===== config.mk =====
export PLATFORM = sky130hd
export DESIGN_NAME = multiplexed_seven_segment_driver
export DESIGN_NICKNAME = d
export VERILOG_FILES = /design/src/mssd_pkg.sv /design/src/multiplexed_seven_segment_driver.sv /design/src/mssd_regs.sv /design/src/mssd_scan.sv
export SDC_FILE = /design/constraint.sdc
export NUM_CORES = 1
export LEC_CHECK = 0
export ABC_AREA = 1
export BUFFER_PORTS_ARGS = -buffer_cell sky130_fd_sc_hd__buf_2
export CAP_MARGIN = 5
export CELL_PAD_IN_SITES_DETAIL_PLACEMENT = 1
export CELL_PAD_IN_SITES_GLOBAL_PLACEMENT = 2
export CORE_ASPECT_RATIO = 0.5
export CORE_MARGIN = 2
export CORE_UTILIZATION = 38
export DETAILED_ROUTE_END_ITERATION = 10
export PLACE_DENSITY = 0.83
export SLEW_MARGIN = 20
export SYNTH_ARGS = -nofsm -noshare
export SYNTH_HDL_FRONTEND = slang
export SYNTH_HIERARCHICAL = 1
export SYNTH_SLANG_ARGS = --single-unit

===== constraint.sdc =====
create_clock -name clk_i -period 4.5 [get_ports clk_i]
set_input_delay 0.9 -clock clk_i [delete_from_list [all_inputs] [get_ports clk_i]]
set_output_delay 0.9 -clock clk_i [all_outputs]
set_load 0.01 [all_outputs]

===== src/mssd_pkg.sv =====
`timescale 1ns / 1ps
// ----------------------------------------------------------------------------
// mssd_pkg
// Shared types and constants for the multiplexed seven-segment driver.
// ----------------------------------------------------------------------------
package mssd_pkg;

  localparam int unsigned DIGITS   = 8;
  localparam int unsigned DIGIT_W  = 3;
  localparam int unsigned FILL_W   = 4;
  localparam int unsigned PADDR_W  = 5;
  localparam int unsigned PDATA_W  = 32;

  // Segment store after reset: dash H E L L O bang dash, digit 0 in the low byte
  localparam logic [DIGITS-1:0][7:0] STORE_INIT = 64'h0241FC1C1C9E6E02;

  localparam logic        LSB_FIRST_RST  = 1'b0;
  localparam logic [7:0]  SLOT_TICKS_RST = 8'd10;
  localparam logic [11:0] HOLD_TICKS_RST = 12'd520;
  localparam logic [15:0] BRIGHT_RST     = 16'hAAAA;
  localparam logic [7:0]  IDLE_LIMIT_RST = 8'd2;

  localparam logic [7:0]  IDLE_MAX       = 8'd255;
  localparam logic [8:0]  DIM_DARK       = 9'd256;

  typedef enum logic [2:0] {
    REG_LSB_FIRST  = 3'd0,
    REG_SLOT_TICKS = 3'd1,
    REG_HOLD_TICKS = 3'd2,
    REG_BRIGHTNESS = 3'd3,
    REG_IDLE_LIMIT = 3'd4
  } reg_idx_e;

  typedef struct packed {
    logic        lsb_first;
    logic [7:0]  slot_ticks;
    logic [11:0] hold_ticks;
    logic [15:0] digit_brightness;
    logic [7:0]  idle_limit;
  } cfg_t;

  typedef struct packed {
    logic               shift_clock;
    logic               latch_clock;
    logic [8:0]         dim_compare;
    logic [DIGIT_W-1:0] digit_index;
    logic               tx_valid;
    logic [7:0]         tx_byte;
  } res_t;

endpackage


===== src/multiplexed_seven_segment_driver.sv =====
`timescale 1ns / 1ps
// ----------------------------------------------------------------------------
// multiplexed_seven_segment_driver
// Eight-digit scan driver for a one-wire shift register display chain.
//
//   channel  direction  handshake                 payload
//   in       sink       in_valid_i / in_stall_o   mode_i, rx_byte_i
//   out      source     out_valid_o / out_stall_i shift_clock_o .. tx_byte_o
//   cfg      APB slave  psel/penable/pwrite       paddr, pwdata, prdata
//
// One transaction per cycle while in_stall_o is low; a result appears in the
// cycle after acceptance, from the single result register after scan/store.
// in_stall_o is high only while a result is held and out_stall_i is high.
// Reset restores the display pattern, scan state and register defaults at once.
// ----------------------------------------------------------------------------
module multiplexed_seven_segment_driver (
  input  logic                         clk_i,
  input  logic                         rst_ni,
  input  logic                         psel,
  input  logic                         penable,
  input  logic                         pwrite,
  input  logic [mssd_pkg::PADDR_W-1:0] paddr,
  input  logic [mssd_pkg::PDATA_W-1:0] pwdata,
  output logic [mssd_pkg::PDATA_W-1:0] prdata,
  output logic                         pready,
  input  logic                         in_valid_i,
  output logic                         in_stall_o,
  input  logic                         mode_i,
  input  logic [7:0]                   rx_byte_i,
  output logic                         out_valid_o,
  input  logic                         out_stall_i,
  output logic                         shift_clock_o,
  output logic                         latch_clock_o,
  output logic [8:0]                   dim_compare_o,
  output logic [mssd_pkg::DIGIT_W-1:0] digit_index_o,
  output logic                         tx_valid_o,
  output logic [7:0]                   tx_byte_o
);

  mssd_pkg::cfg_t cfg;
  mssd_pkg::res_t res;
  logic           out_valid_q, out_valid_d;
  logic           step;

  mssd_regs u_regs (
    .clk_i   (clk_i),
    .rst_ni  (rst_ni),
    .psel    (psel),
    .penable (penable),
    .pwrite  (pwrite),
    .paddr   (paddr),
    .pwdata  (pwdata),
    .prdata  (prdata),
    .pready  (pready),
    .cfg_o   (cfg)
  );

  assign in_stall_o = out_valid_q & out_stall_i;
  assign step       = in_valid_i & ~in_stall_o;

  mssd_scan u_scan (
    .clk_i     (clk_i),
    .rst_ni    (rst_ni),
    .cfg_i     (cfg),
    .step_i    (step),
    .mode_i    (mode_i),
    .rx_byte_i (rx_byte_i),
    .res_o     (res)
  );

  always_comb begin
    out_valid_d = out_valid_q;
    if (step) begin
      out_valid_d = 1'b1;
    end else if (!out_stall_i) begin
      out_valid_d = 1'b0;
    end
  end

  always_ff @(posedge clk_i or negedge rst_ni) begin
    if (!rst_ni) begin
      out_valid_q <= 1'b0;
    end else begin
      out_valid_q <= out_valid_d;
    end
  end

  assign out_valid_o   = out_valid_q;
  assign shift_clock_o = res.shift_clock;
  assign latch_clock_o = res.latch_clock;
  assign dim_compare_o = res.dim_compare;
  assign digit_index_o = res.digit_index;
  assign tx_valid_o    = res.tx_valid;
  assign tx_byte_o     = res.tx_byte;

endmodule


===== src/mssd_regs.sv =====
`timescale 1ns / 1ps
// ----------------------------------------------------------------------------
// mssd_regs
// APB-style configuration register file for the seven-segment driver.
// ----------------------------------------------------------------------------
module mssd_regs (
  input  logic                        clk_i,
  input  logic                        rst_ni,
  input  logic                        psel,
  input  logic                        penable,
  input  logic                        pwrite,
  input  logic [mssd_pkg::PADDR_W-1:0] paddr,
  input  logic [mssd_pkg::PDATA_W-1:0] pwdata,
  output logic [mssd_pkg::PDATA_W-1:0] prdata,
  output logic                        pready,
  output mssd_pkg::cfg_t              cfg_o
);

  mssd_pkg::cfg_t cfg_q, cfg_d;
  logic           wr_en;
  logic [2:0]     reg_idx;

  assign pready  = 1'b1;
  assign wr_en   = psel & penable & pwrite;
  assign reg_idx = paddr[4:2];

  always_comb begin
    cfg_d = cfg_q;
    if (wr_en) begin
      case (reg_idx)
        mssd_pkg::REG_LSB_FIRST:  cfg_d.lsb_first        = pwdata[0];
        mssd_pkg::REG_SLOT_TICKS: cfg_d.slot_ticks       = pwdata[7:0];
        mssd_pkg::REG_HOLD_TICKS: cfg_d.hold_ticks       = pwdata[11:0];
        mssd_pkg::REG_BRIGHTNESS: cfg_d.digit_brightness = pwdata[15:0];
        mssd_pkg::REG_IDLE_LIMIT: cfg_d.idle_limit       = pwdata[7:0];
        default: ;
      endcase
    end
  end

  always_comb begin
    case (reg_idx)
      mssd_pkg::REG_LSB_FIRST:  prdata = {31'd0, cfg_q.lsb_first};
      mssd_pkg::REG_SLOT_TICKS: prdata = {24'd0, cfg_q.slot_ticks};
      mssd_pkg::REG_HOLD_TICKS: prdata = {20'd0, cfg_q.hold_ticks};
      mssd_pkg::REG_BRIGHTNESS: prdata = {16'd0, cfg_q.digit_brightness};
      mssd_pkg::REG_IDLE_LIMIT: prdata = {24'd0, cfg_q.idle_limit};
      default:                  prdata = '0;
    endcase
  end

  always_ff @(posedge clk_i or negedge rst_ni) begin
    if (!rst_ni) begin
      cfg_q.lsb_first        <= mssd_pkg::LSB_FIRST_RST;
      cfg_q.slot_ticks       <= mssd_pkg::SLOT_TICKS_RST;
      cfg_q.hold_ticks       <= mssd_pkg::HOLD_TICKS_RST;
      cfg_q.digit_brightness <= mssd_pkg::BRIGHT_RST;
      cfg_q.idle_limit       <= mssd_pkg::IDLE_LIMIT_RST;
    end else begin
      cfg_q <= cfg_d;
    end
  end

  assign cfg_o = cfg_q;

endmodule


===== src/mssd_scan.sv =====
`timescale 1ns / 1ps
// ----------------------------------------------------------------------------
// mssd_scan
// Digit scan sequencer, segment store and result register.
// ----------------------------------------------------------------------------
module mssd_scan (
  input  logic           clk_i,
  input  logic           rst_ni,
  input  mssd_pkg::cfg_t cfg_i,
  input  logic           step_i,
  input  logic           mode_i,
  input  logic [7:0]     rx_byte_i,
  output mssd_pkg::res_t res_o
);

  localparam int unsigned DW = mssd_pkg::DIGIT_W;
  localparam int unsigned FW = mssd_pkg::FILL_W;

  logic [mssd_pkg::DIGITS-1:0][7:0] store_q, store_d;
  logic [DW-1:0] digit_q, digit_d;
  logic [3:0]    bit_pos_q, bit_pos_d;
  logic [1:0]    slot_q, slot_d;
  logic [11:0]   tick_q, tick_d;
  logic          hold_q, hold_d;
  logic          line_q, line_d;
  logic [8:0]    cmp_q, cmp_d;
  logic [7:0]    idle_q, idle_d;
  logic [FW-1:0] fill_q, fill_d;
  mssd_pkg::res_t res_q, res_d;

  logic [15:0]   word;
  logic [3:0]    bit_idx;
  logic          cur_bit;
  logic [12:0]   tick_inc;
  logic [FW-1:0] fill_eff;
  logic [1:0]    bright;
  logic          latch;
  logic          txv;
  logic [7:0]    txb;

  assign word     = {store_q[digit_q], ~(8'h80 >> digit_q)};
  assign bit_idx  = cfg_i.lsb_first ? bit_pos_q : 4'd15 - bit_pos_q;
  assign cur_bit  = word[bit_idx];
  assign tick_inc = {1'b0, tick_q} + 13'd1;
  assign fill_eff = (idle_q > cfg_i.idle_limit) ? '0 : fill_q;
  assign bright   = cfg_i.digit_brightness[{digit_q, 1'b0} +: 2];

  always_comb begin
    store_d   = store_q;
    digit_d   = digit_q;
    bit_pos_d = bit_pos_q;
    slot_d    = slot_q;
    tick_d    = tick_q;
    hold_d    = hold_q;
    line_d    = line_q;
    cmp_d     = cmp_q;
    idle_d    = idle_q;
    fill_d    = fill_q;
    latch     = 1'b1;
    txv       = 1'b0;
    txb       = 8'd0;
    if (mode_i) begin
      idle_d = 8'd0;
      if (fill_eff < FW'(mssd_pkg::DIGITS)) begin
        store_d[fill_eff[DW-1:0]] = rx_byte_i;
        fill_d = fill_eff + FW'(1);
      end else begin
        fill_d = FW'(mssd_pkg::DIGITS);
        txv    = 1'b1;
        txb    = rx_byte_i;
      end
    end else if (!hold_q) begin
      line_d = !((slot_q == 2'd1) && ((tick_q == 12'd0) || !cur_bit));
      tick_d = tick_inc[11:0];
      if (tick_inc >= {5'd0, cfg_i.slot_ticks}) begin
        tick_d = '0;
        if (slot_q == 2'd2) begin
          slot_d    = '0;
          bit_pos_d = bit_pos_q + 4'd1;
          if (bit_pos_q == 4'd15) begin
            hold_d = 1'b1;
          end
        end else begin
          slot_d = slot_q + 2'd1;
        end
      end
    end else begin
      if (tick_q == 12'd0) begin
        latch = 1'b0;
        cmp_d = mssd_pkg::DIM_DARK >> {bright, 1'b0};
      end
      line_d = 1'b1;
      tick_d = tick_inc[11:0];
      if (tick_inc >= {1'b0, cfg_i.hold_ticks}) begin
        tick_d = '0;
        hold_d = 1'b0;
        if (idle_q != mssd_pkg::IDLE_MAX) begin
          idle_d = idle_q + 8'd1;
        end
        digit_d = (digit_q == DW'(mssd_pkg::DIGITS - 1)) ? '0 : digit_q + DW'(1);
      end
    end
  end

  always_comb begin
    res_d.shift_clock = line_d;
    res_d.latch_clock = latch;
    res_d.dim_compare = cmp_d;
    res_d.digit_index = digit_q;
    res_d.tx_valid    = txv;
    res_d.tx_byte     = txb;
  end

  always_ff @(posedge clk_i or negedge rst_ni) begin
    if (!rst_ni) begin
      store_q   <= mssd_pkg::STORE_INIT;
      digit_q   <= '0;
      bit_pos_q <= '0;
      slot_q    <= '0;
      tick_q    <= '0;
      hold_q    <= 1'b0;
      line_q    <= 1'b1;
      cmp_q     <= mssd_pkg::DIM_DARK;
      idle_q    <= '0;
      fill_q    <= '0;
    end else if (step_i) begin
      store_q   <= store_d;
      digit_q   <= digit_d;
      bit_pos_q <= bit_pos_d;
      slot_q    <= slot_d;
      tick_q    <= tick_d;
      hold_q    <= hold_d;
      line_q    <= line_d;
      cmp_q     <= cmp_d;
      idle_q    <= idle_d;
      fill_q    <= fill_d;
    end
  end

  always_ff @(posedge clk_i) begin
    if (step_i) begin
      res_q <= res_d;
    end
  end

  assign res_o = res_q;

  a_fill_range: assert property (@(posedge clk_i) disable iff (!rst_ni)
    fill_q <= FW'(mssd_pkg::DIGITS))
    else $error("fill count beyond digit count");

  a_hold_entry: assert property (@(posedge clk_i) disable iff (!rst_ni)
    $rose(hold_q) |-> (bit_pos_q == 4'd0) && (slot_q == 2'd0) && (tick_q == 12'd0))
    else $error("hold entered mid word");

  a_latch_line: assert property (@(posedge clk_i) disable iff (!rst_ni)
    $past(step_i) && !res_q.latch_clock |-> res_q.shift_clock)
    else $error("latch pulse while line low");

  a_tx_zero: assert property (@(posedge clk_i) disable iff (!rst_ni)
    $past(step_i) && !res_q.tx_valid |-> res_q.tx_byte == 8'd0)
    else $error("tx byte set without forward");

  a_dim_range: assert property (@(posedge clk_i) disable iff (!rst_ni)
    cmp_q == 9'd256 || cmp_q == 9'd64 || cmp_q == 9'd16 || cmp_q == 9'd4)
    else $error("illegal compare value");

endmodule

Yosys cells after proc, flatten, opt, wreduce, memory -nomap -nowiden. Cells that the tools add are included.

Register bits: 177. Logic and storage cells: 123.

Add/subtract/negate cells: 7. Order comparisons: 8. Equality and inequality tests: 10. Shift operators: 3. Multiplexer cells: 34. Bitwise operators: 8. Reductions and logical operators: 24.

Operators by type and width (number): 16-bit one-hot mux with 5 select lines (1); 64-bit bitwise mux (1); 8-bit 2-to-1 mux (6); 12-bit 2-to-1 mux (3); 9-bit 2-to-1 mux (3); 8-bit binary-select mux with 3-bit select (1); 8-bit demux with 3-bit select (1); 16-bit by 5-bit indexed part select with 2-bit output (1); 2-bit AND reduction (7); 12-bit by 1-bit adder with 13-bit output (second input constant) (1); 13-bit by 12-bit greater-or-equal comparator with 1-bit output (1); 13-bit by 8-bit greater-or-equal comparator with 1-bit output (1); 12-bit zero test (1); 1-bit 2-to-1 mux (12); 4-bit 2-to-1 mux (3); 4-bit AND reduction (3); 9-bit by 3-bit right shift with 9-bit output (first input constant) (1); 4-bit by 1-bit adder with 4-bit output (second input constant) (2); 8-bit by 1-bit adder with 8-bit output (second input constant) (1); 8-bit > comparator (1); 3-bit by 4-bit less-than comparator with 1-bit output (second input constant) (2); 8-bit inequality test (second input constant) (1); 8-bit NOT (1); 8-bit by 3-bit right shift with 8-bit output (first input constant) (1); other kinds (26) (38).

Logic depth before layout (Yosys ltp). Gate-level depths: netlist of run 1.

Depth after elaboration: 10. Depth in mapped cells: 21. Mapped depth without buffers: 20.

Modules after synthesis. The synthesis of run 1 kept the hierarchy.

Modules (own cells, without submodules): mssd_scan (instances 1, cells each 966, area each 7672.4 um^2, seq. area each 3428.3 um^2); mssd_regs (instances 1, cells each 291, area each 2319.7 um^2, seq. area each 1142.3 um^2); multiplexed_seven_segment_driver (instances 1, cells each 6, area each 45.0 um^2, seq. area each 25.0 um^2).

Worst setup path before layout of run 1. OpenSTA, ideal clock, no wires.

Path kind: input to register. Start: in in_valid_i. End: reg u_scan.idle_q[0]. Library setup time: 119 ps. Arrival: 3355 ps. Required time: 4381 ps. Path slack: 1026 ps. Cell stages on the path: 8. Cell sequence: inv_1 -> a21oi_1 -> buf_2 -> inv_1 -> a21oi_1 -> nand3_4 -> nand2_1 -> nand2_1.

Cells in the longest elaborated chain, start to end: 2.

Ends and longest elaborated chain: start: declaration (RTL line multiplexed_seven_segment_driver.sv:26) `input logic in_valid_i,`; 1-bit bitwise AND (RTL line multiplexed_seven_segment_driver.sv:59) `assign step = in_valid_i & ~in_stall_o;`; 4-bit AND reduction (no source line); end signal: assignment (RTL line mssd_scan.sv:135) `idle_q <= idle_d;`; end: declaration (RTL line mssd_scan.sv:27) `logic [7:0] idle_q, idle_d;`.

No other way between the ends. A chain may end at the register's enable or synchronous reset.

Worst setup path after layout of run 1.
Start: in paddr[4] (netlist bit). End: out prdata[11] (netlist bit).

Cells in the longest elaborated chain, start to end: 2.

Ends and longest elaborated chain: start: declaration (RTL line multiplexed_seven_segment_driver.sv:22) `input logic [mssd_pkg::PADDR_W-1:0] paddr,`; 3-bit equality test (tied with other cells) (RTL line mssd_regs.sv:42) `case (reg_idx)`; 16-bit one-hot mux with 5 select lines * (RTL line mssd_regs.sv:42); end: declaration (RTL line multiplexed_seven_segment_driver.sv:24) `output logic [mssd_pkg::PDATA_W-1:0] prdata,`.

Every way passes the cells marked *; elsewhere a longest branch is shown, timed or not.

==> results, run 1 <==
- The flow ran to the end, and the final reports show no timing, DRC or antenna violations.
- The synthesized netlist occupies a cell area of 0.01004 sq mm.
- The initial antenna violation count came to 0.
- The iteration count of the initial detailed-routing pass is 5.
- The count of mapped cells out of synthesis is 1,263.
- The delay contributed by the slowest stage of the critical path is 470 ps.
- The depth of the worst register-to-register path is 20.
- Buffers added to address setup during post-CTS repair amount to 0.
- The count of inserted antenna diode cells is 0.
- After synthesis, the share of flip-flops with an asynchronous set or reset is 87.01%.
- The count of H-tree levels built during CTS is 4.
- The via count of the first global-routing pass was 9,143.
- The number of pins exceeding their max-slew limit in the final report is 0.
- The chip width is 233.8 um.
- The startpoint identified for the worst register-to-register timing path is u_scan/tick_q[0].
- The shortest clock period the worst path allows after layout is 3297 ps.
- The post-route netlist has 15.93% of its cells at a drive strength greater than 1.
- After filler insertion, the fill cell instance count of the layout stands at 3,143.
- The total wirelength of the detailed-routed design is 30,150 um.
- The clock latency on the worst-skew pair is 460 ps.
- The number of DRC violations after detailed-routing iteration 0 is 510.
- The critical path in this run is classified as in2out.
- The worst-case vdd ir drop is 0.2824 mV.
- The static power due to leakage is 5.535 nW.
- The detailed-placement wirelength estimate is 21,600 um.
- The area used by multi-input combinational logic is 0.004614 sq mm.
- The height of the chip is 118.9 um.
- STA classifies the critical path startpoint as an input port.
- In this run, synthesis inferred 23 flip-flops with an integrated enable.
- Between clock sinks in the finished design, the worst skew comes to 11.01 ps.
- CTS placed an instance of sky130_fd_sc_hd__clkbuf_16 at the clock tree root.
- The clock transition time at the flip-flop clock pins of the worst setup and hold paths is 70 ps.
- The commonest non-fill, non-tap cell in the layout is sky130_fd_sc_hd__nand2_1.
- Once detail routing completed, the nets flagged for antenna violations numbered 0.
- The tightest min-delay check is of the reg2reg type.
- The startpoint of the most critical setup path is paddr[4].
- The area taken by flip-flops and latches is 0.004596 sq mm.
- The Yosys step of the flow raised 6 warnings.
- The maximum number of pins on one net before global-route repair is 94.
- At the end of the flow, the number of nets in the layout was 1,409.
- Counting tap cells, the placed design contains a total of 1,643 instances.
- The maximum net fanout on the critical path is 13.
- The power per standard cell area is 463.5 mW/mm^2.
- Leaving out fill and tap cells, the most frequent cells in the layout are sky130_fd_sc_hd__nand2_1, sky130_fd_sc_hd__inv_1, sky130_fd_sc_hd__dfrtp_1.
- The placer congestion estimate is 0.8568.
- The worst min-delay path endpoint is u_scan/cmp_q[1].
- The number of buffer cells added on primary ports is 75.
- The clock passes through at most 2 buffers.
- Excluding fillers, the count of instances in the completed layout stands at 1,675.
- The area growth from synthesis to layout is 10.99%.
- After routing the design area is 0.01114 sq mm.
- The data required time of the critical path is 3600 ps.
- The number of ports placed on the die boundary is 111.
- The area of placed instances is 0.01057 sq mm.
- The endpoint of the lowest-slack register-to-register path is u_scan/tick_q[1].
- Buffers inserted during clock tree synthesis total 17.
- The number of hold-slack violations in the final timing report is 0.
- The initialized floorplan defines 41 standard-cell rows.
- The hold path startpoint is u_scan/cmp_q[1].
- The total via count after detailed routing is 8,717.
- The library cell contributing the largest single delay on the critical path is sky130_fd_sc_hd__nand3_1.
- In this run, synthesis produced a sequential element count of 177.
- The headroom to the max-slew limit is 38.16%.
- The share of the Yosys chip area taken by registers is 45.79%.
- Across every metal layer, demand over resource in global routing totals 22.93%.
- The setup total negative slack is 0 ps.
- The overflow left after global routing is 0.
- The average size of a mapped cell is 7.947 sq um.
- The most prevalent standard cell on the critical path is sky130_fd_sc_hd__buf_2.
- The per-cell via count in the routed design is 5.204.
- The total buffers and inverters traversed by the critical path is 3.
- The max capacitance violation total is 0.
- Setup repair after global routing left no endpoint under its margin.
- The post-cts hold buffer count is 0.
- In the finished design, the share of the clock period the worst path needs comes to 73.26%.
- The overall power is 0.005164 W.
- Clock tree synthesis found a total of 177 sinks.
- For the worst setup path, the data arrival time is 2400 ps.
- The die covers 0.02781 sq mm.
- The effective utilization at floorplan is 39.21%.
- The area of the core is 0.02560 sq mm.
- Among all flip-flop cells after synthesis, the most frequent one is sky130_fd_sc_hd__dfrtp_1.
- Setup violations remaining at the end of the flow were counted as 0.
- Traced cell by cell, the critical path runs through buf_2 -> inv_1 -> nand3_1 -> o21ai_1 -> buf_2.
- The first-pass GRT wire length is 49,240 um.
- TritonCTS built the clock tree.
- Broken down by cell family, the worst path's largest delay share belongs to buffers and inverters.
- The type of element capturing the critical path is an output pin.
- Once the clock tree was built, the resizer swapped 0 gates to a different size.
- The utilization after layout is 43.52%.
- Counting instances, the worst hold path has a depth of 2.
- The number of library cell types mapped by synthesis is 46.
- The maximum achievable frequency is 0.3033 GHz.
- At the pin with the least slew margin, the transition time is 927.5 ps.
- The routed length per placed instance is 18.00 um.
- The number of DRC violations after detailed routing is 0.
- The worst register-to-register path has a setup slack of 1490 ps.
==> Yosys cell counts, drive strengths merged (2+ instances only) <==
library cell    n  area [sq um]
nand2         435          1719
o21ai         135         690.7
inv           126         478.0
nand3         121         680.7
dfrtp         113          2828
nor2           67         346.6
buf            46         347.8
dfstp          41          1077
nand4          39         244.0
ha             38         475.5
edfxtp         23         690.7
a21oi          21         105.1
clkbuf         16         60.06
nor3           12         65.06
xor2            7         61.31
o22ai           6         37.54
xnor2           3         26.28
and2            2         15.02
clkinv          2         8.750
conb            2         7.510
nand3b          2         27.53
==> state kept, by name, indices dropped and copies added (netlist names) <==
signal	count
u_scan/fill_q	4
u_scan/line_q	1
out_valid_o	1
u_scan/slot_q	2
u_scan/res_o	23
u_scan/hold_q	1
u_regs/cfg_o	45
u_scan/bit_pos_q	4
u_scan/cmp_q	9
u_scan/store_q	64
u_scan/digit_q	3
u_scan/tick_q	12
u_scan/idle_q	8
==> power by group <==
| group | internal (W) | switching, W | total [W] |
|---|---|---|---|
| clock network | 0.000823 | 0.000678 | 0.00150 |
| registers | 0.00202 | 0.000248 | 0.00227 |
| logic | 0.000472 | 0.000920 | 0.00139 |
| total | 0.00332 | 0.00185 | 0.00516 |
==> layer usage <==
layer | vias up | GRT usage, % | wire (um)
met4 | 0 | 6.566 | 486
met1 | 4350 | 30.47 | 14100
met2 | 141 | 38.37 | 14520
met3 | 33 | 4.023 | 1045
met5 | - | 0 | 0
li1 | 4193 | - | -
==> metrics by stage <==
stage	setup slack (ps)	hold WS, ps
2_1_floorplan	1026	436.5
3_5_place_dp	1124	452.6
5_1_grt	1066	493.0
3_3_place_gp	1231	449.7
4_1_cts	1232	470.5
6_report	1203	467.8
==> worst min-delay path, delay by kind of cell, from the launching register on <==
family	cells	cell delay, ps
buf+inv	1	40
simple gates	1	50
flops	1	340
==> how the worst max path moves through the flow <==
stage	slack, ps	cells past startpoint	end
2_1_floorplan	1030	8	u_scan/idle_q[0]
3_3_place_gp	1230	8	u_scan/bit_pos_q[2]
3_5_place_dp	1120	8	u_scan/bit_pos_q[1]
4_1_cts	1230	5	prdata[10]
5_1_grt	1070	5	prdata[10]
6_report	1200	5	prdata[11]
==> logic make-up (layout without fill, tap and decap cells) <==
group,Yosys count,after routing,synth area share (%)
buffers and inverters,190,243,8.913
xor gates and xnor gates,10,10,0.8727
DFF,177,177,45.79
adders and majority gates,38,38,4.737
other,2,17,0.07482
AOI/OAI and AO/OA,166,166,8.614
and+or+nand+nor,680,680,31.00
==> final cells by class <==
type                    instances  share of cell area [%]
clock buffers                  20                   3.920
clock inverters                12                   1.213
inverters                     128                   4.369
multi-input cells             911                   41.42
flip-flops and latches        177                   41.25
well taps                     344                   3.863
repair buffers                 83                   3.965
Power figures use the tool's default switching activity.
==> run 2, diff against run 1 <==
--- a/config.mk
+++ b/config.mk
@@ -12,9 +12,9 @@
 export CELL_PAD_IN_SITES_GLOBAL_PLACEMENT = 2
 export CORE_ASPECT_RATIO = 0.5
 export CORE_MARGIN = 2
-export CORE_UTILIZATION = 38
+export CORE_UTILIZATION = 32
 export DETAILED_ROUTE_END_ITERATION = 10
-export PLACE_DENSITY = 0.83
+export PLACE_DENSITY = 0.74
 export SLEW_MARGIN = 20
 export SYNTH_ARGS = -nofsm -noshare
 export SYNTH_HDL_FRONTEND = slang
==> constraint.sdc (replaced) <==
create_clock -name clk_i -period 2.85 [get_ports clk_i]
set_input_delay 0.57 -clock clk_i [delete_from_list [all_inputs] [get_ports clk_i]]
set_output_delay 0.57 -clock clk_i [all_outputs]
set_load 0.01 [all_outputs]
==> run 2 against run 1 <==
Net effect: flip-flop and latch count unchanged; clock skew hardly changed; worst hold slack worse by 390 ps; clock power is 67% higher; clock-buffer cell count is 1 lower; global-route usage down 3.6 points; sequential share of layout area shrank 2.1 points; routed wire length rose by 2.6%; combinational power is 80% higher; die area rose by 18%; highest routed layer unchanged; total power up 66%.
==> results, run 2 (same netlist as run 1, synthesis figures left out) <==
- The total area inside the core boundary comes to 0.03057 sq mm.
- The fraction of final layout cells sized beyond drive strength 1 is 19.71%.
- For this design the ratio of total power to cell area is 730.9 mW/mm^2.
- The global-route met3 utilization is 3.274%.
- The first global-routing pass estimated 49,110 um of wire.
- The effective utilization at floorplan is 32.83%.
- The count of inserted antenna diode cells is 0.
- The type of the most critical hold path is in2async.
- Data on the critical path arrives at its endpoint at 3040 ps.
- After layout, the worst path uses 95.06% of the clock period.
- The area taken by flip-flops and latches is 0.004597 sq mm.
- The tree built by TritonCTS fans out to 177 sinks.
- Setup repair after global routing could not meet its margin everywhere.
- The largest single stage delay on the critical path is 380 ps.
- Summed over all layers, the global routing overflow is 0.
- In this run the core area contains 45 standard-cell rows.
- The maximum achievable frequency is 0.3691 GHz.
- The static power due to leakage is 5.776 nW.
- Excluding fillers, the count of instances in the completed layout stands at 1,783.
- The final layout net count is 1,438.
- The all-layer global routing usage is 19.38%.
- The detailed-placement wirelength estimate is 22,730 um.
- For the worst-skew pair, the clock arrives at the later sink with an insertion delay of 450 ps.
- The TritonCTS clock tree is yes.
- The first routing iteration left 397 violations.
- In the layout the commonest cells are sky130_fd_sc_hd__nand2_1, sky130_fd_sc_hd__inv_1, sky130_fd_sc_hd__dfrtp_1.
- Before antenna repair, the detailed router went through 5 iterations.
- In the final layout, the multi-input gates occupy 0.004803 sq mm.
- The design area is 0.01173 sq mm.
- The signal on the critical path passes through buf_6 -> nand3_4 -> nor2_4 -> nand2_4 -> o21ai_2 -> inv_2 -> buf_4 -> ha_4 -> nand3_1 -> nor3_2 -> nor2_1 -> o21ai_1 -> nand2_1 -> nand2_2 -> nand2_4 -> nand3_4 -> nand3_4 -> nand2_2 -> nand2_1.
- The utilization after layout is 38.36%.
- The number of hold-slack violations in the final timing report is 0.
- In this run the remaining antenna-violating nets after routing total 0.
- After detailed routing, the number of remaining DRC violations is 0.
- The data required time of the critical path is 3180 ps.
- The endpoint identified for the worst register-to-register timing path is u_scan/idle_q[2].
- The area of placed instances is 0.01082 sq mm.
- The chip width is 254.5 um.
- The final critical-path setup slack is 140.9 ps.
- The flow ran to the end, and the final reports show no timing, DRC or antenna violations.
- The transition at the pin with the smallest max-transition slack is 664.7 ps.
- The type of element capturing the critical path is a flip-flop.
- After detailed placement, the design holds a cell count of 1,741.
- More flip-flops sit in one register than any other, and that register is u_scan/store_q.
- The worst hold slack after final layout is 78.72 ps.
- The initial antenna violation count is 0.
- Counting stages on the worst path, the most repeated cell is sky130_fd_sc_hd__nand3_4.
- The maximum buffer depth of the clock tree is 2.
- Relative to the synthesized area, the layout overhead comes to 16.85%.
- The total of fill cells in the finished design is 3,690.
- Setup slack on the worst reg-to-reg path comes out at 140 ps.
- STA classifies the critical path startpoint as a flip-flop.
- The total wirelength of the detailed-routed design is 30,920 um.
- The worst register-to-register path begins at u_scan/tick_q[0].
- The total via count after detailed routing is 8,761.
- The clock tree root driver cell is sky130_fd_sc_hd__clkbuf_16.
- VDD sags by at most 0.4358 mV.
- TritonCTS created 17 clock buffers.
- The H-tree was split into 4 levels.
- 111 I/O pins were placed.
- Leaving out fill and tap cells, the most frequent cell in the layout is sky130_fd_sc_hd__nand2_1.
- Entering global routing, the biggest net connects 58 pins.
- Using the TritonRoute via totals, the vias-per-cell ratio works out to 4.914.
- The height of the chip is 129.2 um.
- After detailed routing, the average wire length per cell comes to 17.34 um.
- The kind of critical path is reg2reg.
- The floorplan step defined a die boundary enclosing 0.03288 sq mm.
- The headroom to the max-slew limit is 55.64%.
- The depth of the worst register-to-register path is 19.
- For the finished layout, the period the worst path requires is 2709 ps.
- The number of buffer cells added on primary ports is 75.
- The setup-violating endpoint count in the final report is 0.
- The most heavily used metal layer in global routing is met2.
- The met2 usage is 33.58%.
- Global routing consumed, on the met1 layer, 25.15% of the routing resources.
- The worst clock skew is 10.56 ps.
- Clock-pin slew was measured on the worst setup and hold paths at 80 ps.
- Max-cap violations in this run came to 0.
- The library cell contributing the largest single delay on the critical path is sky130_fd_sc_hd__dfrtp_1.
- The via count of the first global-routing pass is 9,005.
- The number of pins exceeding their max-slew limit in the final report is 0.
- The maximum net fanout on the critical path is 8.
- The flip-flop count of the largest register after layout is 64.
- Timing analysis after detailed placement gives a worst setup slack of -13.75 ps.
- The placer congestion estimate is 0.8273.
run 2: where the power goes:
part | total, W | switching [W] | leakage (nW) | internal, W
clock network | 0.00251 | 0.00110 | 0.296 | 0.00140
logic | 0.00250 | 0.00156 | 3.34 | 0.000944
registers | 0.00357 | 0.000371 | 2.15 | 0.00320
total | 0.00857 | 0.00303 | 5.78 | 0.00554
run 2: worst max-delay path by stage:
stage	start	endpoint	slack (ps)	depth (start not counted)
global route	u_scan/tick_q[0]	u_scan/idle_q[4]	-60	20
CTS	u_scan/tick_q[1]	u_scan/bit_pos_q[1]	20	18
finish	u_scan/tick_q[0]	u_scan/idle_q[2]	140	19
detailed placement	u_scan/tick_q[0]	u_scan/bit_pos_q[1]	-10	17
global placement	u_scan/tick_q[0]	u_scan/tick_q[6]	90	20
floorplan	in_valid_i	u_scan/idle_q[0]	280	8
run 2: metrics by stage:
stage               power [W]  setup TNS [ps]
global route         0.009168          -744.4
detailed placement   0.005868          -23.24
floorplan            0.005110               0
global placement     0.005745               0
CTS                  0.008447               0
finish               0.008572               0
run 2: layer usage:
metal | vias up | wire, um | part of all wire, %
met5 | - | 0 | 0
met4 | 0 | 430 | 1.4
met3 | 27 | 751 | 2.4
met2 | 89 | 15450 | 50
met1 | 4384 | 14290 | 46
li1 | 4261 | - | -
run 2: final cells by class:
class                           count  area share [%]
Clock buffer                       19           3.691
Timing Repair Buffer              111           5.974
Tap cell                          423           4.513
Multi-Input combinational cell    912           40.95
Inverter                          128           4.182
Sequential cell                   177           39.19
Clock inverter                     13           1.493
run 2: what timing repair did:
item	in CTS	in global routing
setup endpoints to repair	6	29
gates cloned	0	1
resized for setup	5	40
hold buffers	0	0
pin swaps	0	25
setup buffers	0	9
run 2: worst max-delay path: cells and delay by family, from the launching register on:
family	cells	cell delay (ps)
AO/OA/AOI/OAI	2	210
adder cells (fa/ha/maj)	1	270
buffers and inverters	3	360
flip-flops	1	380
AND/OR/NAND/NOR	13	1350
==> run 3, diff against run 2 <==
--- a/config.mk
+++ b/config.mk
@@ -15,6 +15,7 @@
 export CORE_UTILIZATION = 32
 export DETAILED_ROUTE_END_ITERATION = 10
 export PLACE_DENSITY = 0.74
+export SETUP_SLACK_MARGIN = 0.5
 export SLEW_MARGIN = 20
 export SYNTH_ARGS = -nofsm -noshare
 export SYNTH_HDL_FRONTEND = slang
==> run 3 against run 2 <==
Net effect: total power rose by 8.1%; critical path depth is 4 lower; flip-flop and latch count unchanged; clock skew increased by 5.4 ps; first-iteration DRC count grew 18%; combinational power grew 19%; largest power group unchanged; highest routed layer unchanged.
==> results, run 3 (same netlist as run 1, synthesis figures left out) <==
- The flow ran to the end, and the final reports show no timing, DRC or antenna violations.
- After the first detailed-routing iteration, the DRC count stood at 468.
- Leaving out fill and tap cells, the most frequent cells in the layout are sky130_fd_sc_hd__nand2_1, sky130_fd_sc_hd__inv_1, sky130_fd_sc_hd__dfrtp_1.
- The placed instances occupy a cell area of 0.01086 sq mm.
- The data required time of the critical path is 3230 ps.
- The largest single stage delay on the critical path is 390 ps.
- The per-cell via count in the routed design is 4.923.
- The initial antenna violation count is 0.
- The via count of the first global-routing pass is 9,221.
- The clock net in this run drives a total of 177 sinks.
- The die is 254.5 um wide.
- The worst clock skew is 15.93 ps.
- The clock power share is 29.1%.
- The overflow left after global routing is 0.
- The static power due to leakage is 6.078 nW.
- The maximum number of pins on one net before global-route repair is 61.
- Counting cells, the worst reg-to-reg path comes to 15.
- The iteration count of the initial detailed-routing pass is 5.
- Wires add up to 32,700 um.
- The worst setup path is launched from a flip-flop.
- The area taken by flip-flops and latches is 0.004599 sq mm.
- In this run the worst path has a maximum fanout of 9.
- The area used by multi-input combinational logic is 0.005205 sq mm.
- The utilization after layout is 40.77%.
- The endpoint of the lowest-slack register-to-register path is u_scan/tick_q[0].
- Walking the worst path, the cells encountered are ha_2 -> nand2_2 -> nor2_4 -> xor2_2 -> ha_1 -> nand2_1 -> nor3_2 -> a21oi_2 -> nand3_1 -> nor2_2 -> nand3_4 -> nand2_8 -> buf_12 -> nand4_1 -> nand2_1.
- The height of the chip is 129.2 um.
- Measured against its own limit, the worst slew margin works out to 52.82%.
- The max capacitance violation total is 0.
- Summing all non-filler instances in the final layout gives an area of 0.01246 sq mm.
- The switching share of total power is 35.64%.
- The area of the core is 0.03057 sq mm.
- The first global-routing pass estimated 51,100 um of wire.
- The total CTS buffers is 17.
- The met2 usage is 34.93%.
- For the worst-skew pair, the clock arrives at the later sink with an insertion delay of 460 ps.
- Setup violations remaining at the end of the flow were counted as 0.
- In the final routed layout, each cell accounts on average for 18.01 um.
- For this design the total switching power over the nets is 0.003302 W.
- The number of pins exceeding their max-slew limit in the final report is 0.
- The count of inserted antenna diode cells is 0.
- The number of hold-slack violations in the final timing report is 0.
- The launch point of the worst reg-to-reg path is u_scan/tick_q[0].
- The worst path uses 95.59% of the clock period.
- Data arrives at the worst endpoint at 3110 ps.
- In this run the core area contains 45 standard-cell rows.
- The global-route met1 utilization is 26.58%.
- From synthesis to final layout, the design area changed by 24.18%.
- Setup repair after global routing could not meet its margin everywhere.
- The overall die area is 0.03288 sq mm.
- The final layout net count is 1,471.
- By startpoint and endpoint, the worst setup path is classified as reg2reg.
- On the critical path, the stage with the largest delay is an instance of sky130_fd_sc_hd__dfrtp_1.
- The most prevalent standard cell on the critical path is sky130_fd_sc_hd__nand2_1.
- CTS built an H-tree with a depth of 4.
- The maximum buffer depth of the clock tree is 2.
- The register-to-register setup slack is 130 ps.
- The number of buffer cells added on primary ports is 75.
- The power per standard cell area is 743.2 mW/mm^2.
- The final route contains 8,941 vias.
- The count of nets left with antenna violations after detail routing is 0.
- During I/O placement, the number of pins put on the boundary was 111.
- Clock-pin slew was measured on the worst setup and hold paths at 80 ps.
- Ranked by flip-flop count, first place goes to u_scan/store_q.
- The flip-flop count of the largest register after layout is 64.
- The all-layer global routing usage is 20.24%.
- The logic gate share of total power is 32.2%.
- The number of DRC violations after detailed routing is 0.
- Summed over all nets, the half-perimeter wirelength after detailed placement is 22,470 um.
- The transition at the pin with the smallest max-transition slack is 706.9 ps.
- The worst setup path is captured at a flip-flop.
- At the end of routability-driven placement, the weighted congestion stood at 0.8734.
- The shortest clock period the worst path allows after layout is 2724 ps.
- The TritonCTS clock tree is yes.
- The effective utilization at floorplan is 32.83%.
- The cell-internal power is 0.005962 W.
- The tree is rooted in a sky130_fd_sc_hd__clkbuf_16.
- The most heavily used metal layer in global routing is met2.
- The layout has 3,648 filler cells.
- The setup total negative slack is 0 ps.
- The library cell used most frequently in the layout, excluding fill and tap cells, is sky130_fd_sc_hd__nand2_1.
- VDD sags by at most 0.4049 mV.
- The tightest min-delay check is of the in2async type.
- The fraction of final layout cells sized beyond drive strength 1 is 27.14%.
- The maximum achievable frequency is 0.3671 GHz.
- The relative contribution of sequential cells to total power is 38.7%.
- The global-route met3 utilization is 2.832%.
- Overall power consumption after layout is estimated at 0.009264 W.
run 3: worst max path at each step:
stage          depth (start not counted)                  end  slack (ps)             start
2_1_floorplan                         18     u_scan/tick_q[4]         450  u_scan/tick_q[0]
3_3_place_gp                          16  u_scan/bit_pos_q[2]          50  u_scan/tick_q[1]
3_5_place_dp                          16  u_scan/bit_pos_q[1]         -20  u_scan/tick_q[1]
4_1_cts                               17     u_scan/idle_q[1]         220  u_scan/tick_q[0]
5_1_grt                               16  u_scan/bit_pos_q[1]         -70  u_scan/tick_q[0]
6_report                              15     u_scan/tick_q[0]         130  u_scan/tick_q[0]
run 3: what timing repair did:
action,4_1_cts,5_1_grt
gates cloned,3,3
hold buffers,0,0
setup endpoints to repair,95,110
resized for setup,36,100
buffers inserted,20,20
pin swaps,27,101
endpoints found under the hold margin,0,0
run 3: metrics by stage:
step                cells  setup WS (ps)  hold slack [ps]
floorplan            1278          450.1            274.4
global placement     1738          48.35            455.8
detailed placement   1738         -22.67            453.0
CTS                  1793          215.7            105.2
global route         1816         -65.57            124.4
finish               1816          125.6            83.70
run 3: power by group through the flow:
| stage | Sequential, W | Combinational, W | Clock [W] |
|---|---|---|---|
| global route | 0.00366 | 0.00334 | 0.00286 |
| finish | 0.00359 | 0.00298 | 0.00269 |
| global placement | 0.00358 | 0.00218 | 0 |
| CTS | 0.00356 | 0.00267 | 0.00276 |
| floorplan | 0.00349 | 0.00163 | 0 |
| detailed placement | 0.00360 | 0.00229 | 0 |
run 3: metal layers:
metal | vias to the layer above | part of all wire (%)
met5 | - | 0
met4 | 0 | 1.6
met3 | 31 | 2.7
met2 | 111 | 50
met1 | 4476 | 46
li1 | 4323 | -
run 3: cell type report:
class                   instances  share of cell area, %
inverters                     128                  4.005
well taps                     423                  4.246
repair buffers                139                  7.850
flip-flops and latches        177                  36.90
clock inverters                13                  1.767
clock buffers                  19                  3.473
multi-input cells             917                  41.76
run 3: worst max-delay path: cells and delay by family (launching register included):
family                   cells  cell delay [ps]
AO/OA/AOI/OAI                1              180
XOR/XNOR                     1              260
adder cells (fa/ha/maj)      2              510
buffers and inverters        1              130
flip-flops                   1              390
AND/OR/NAND/NOR             10             1190
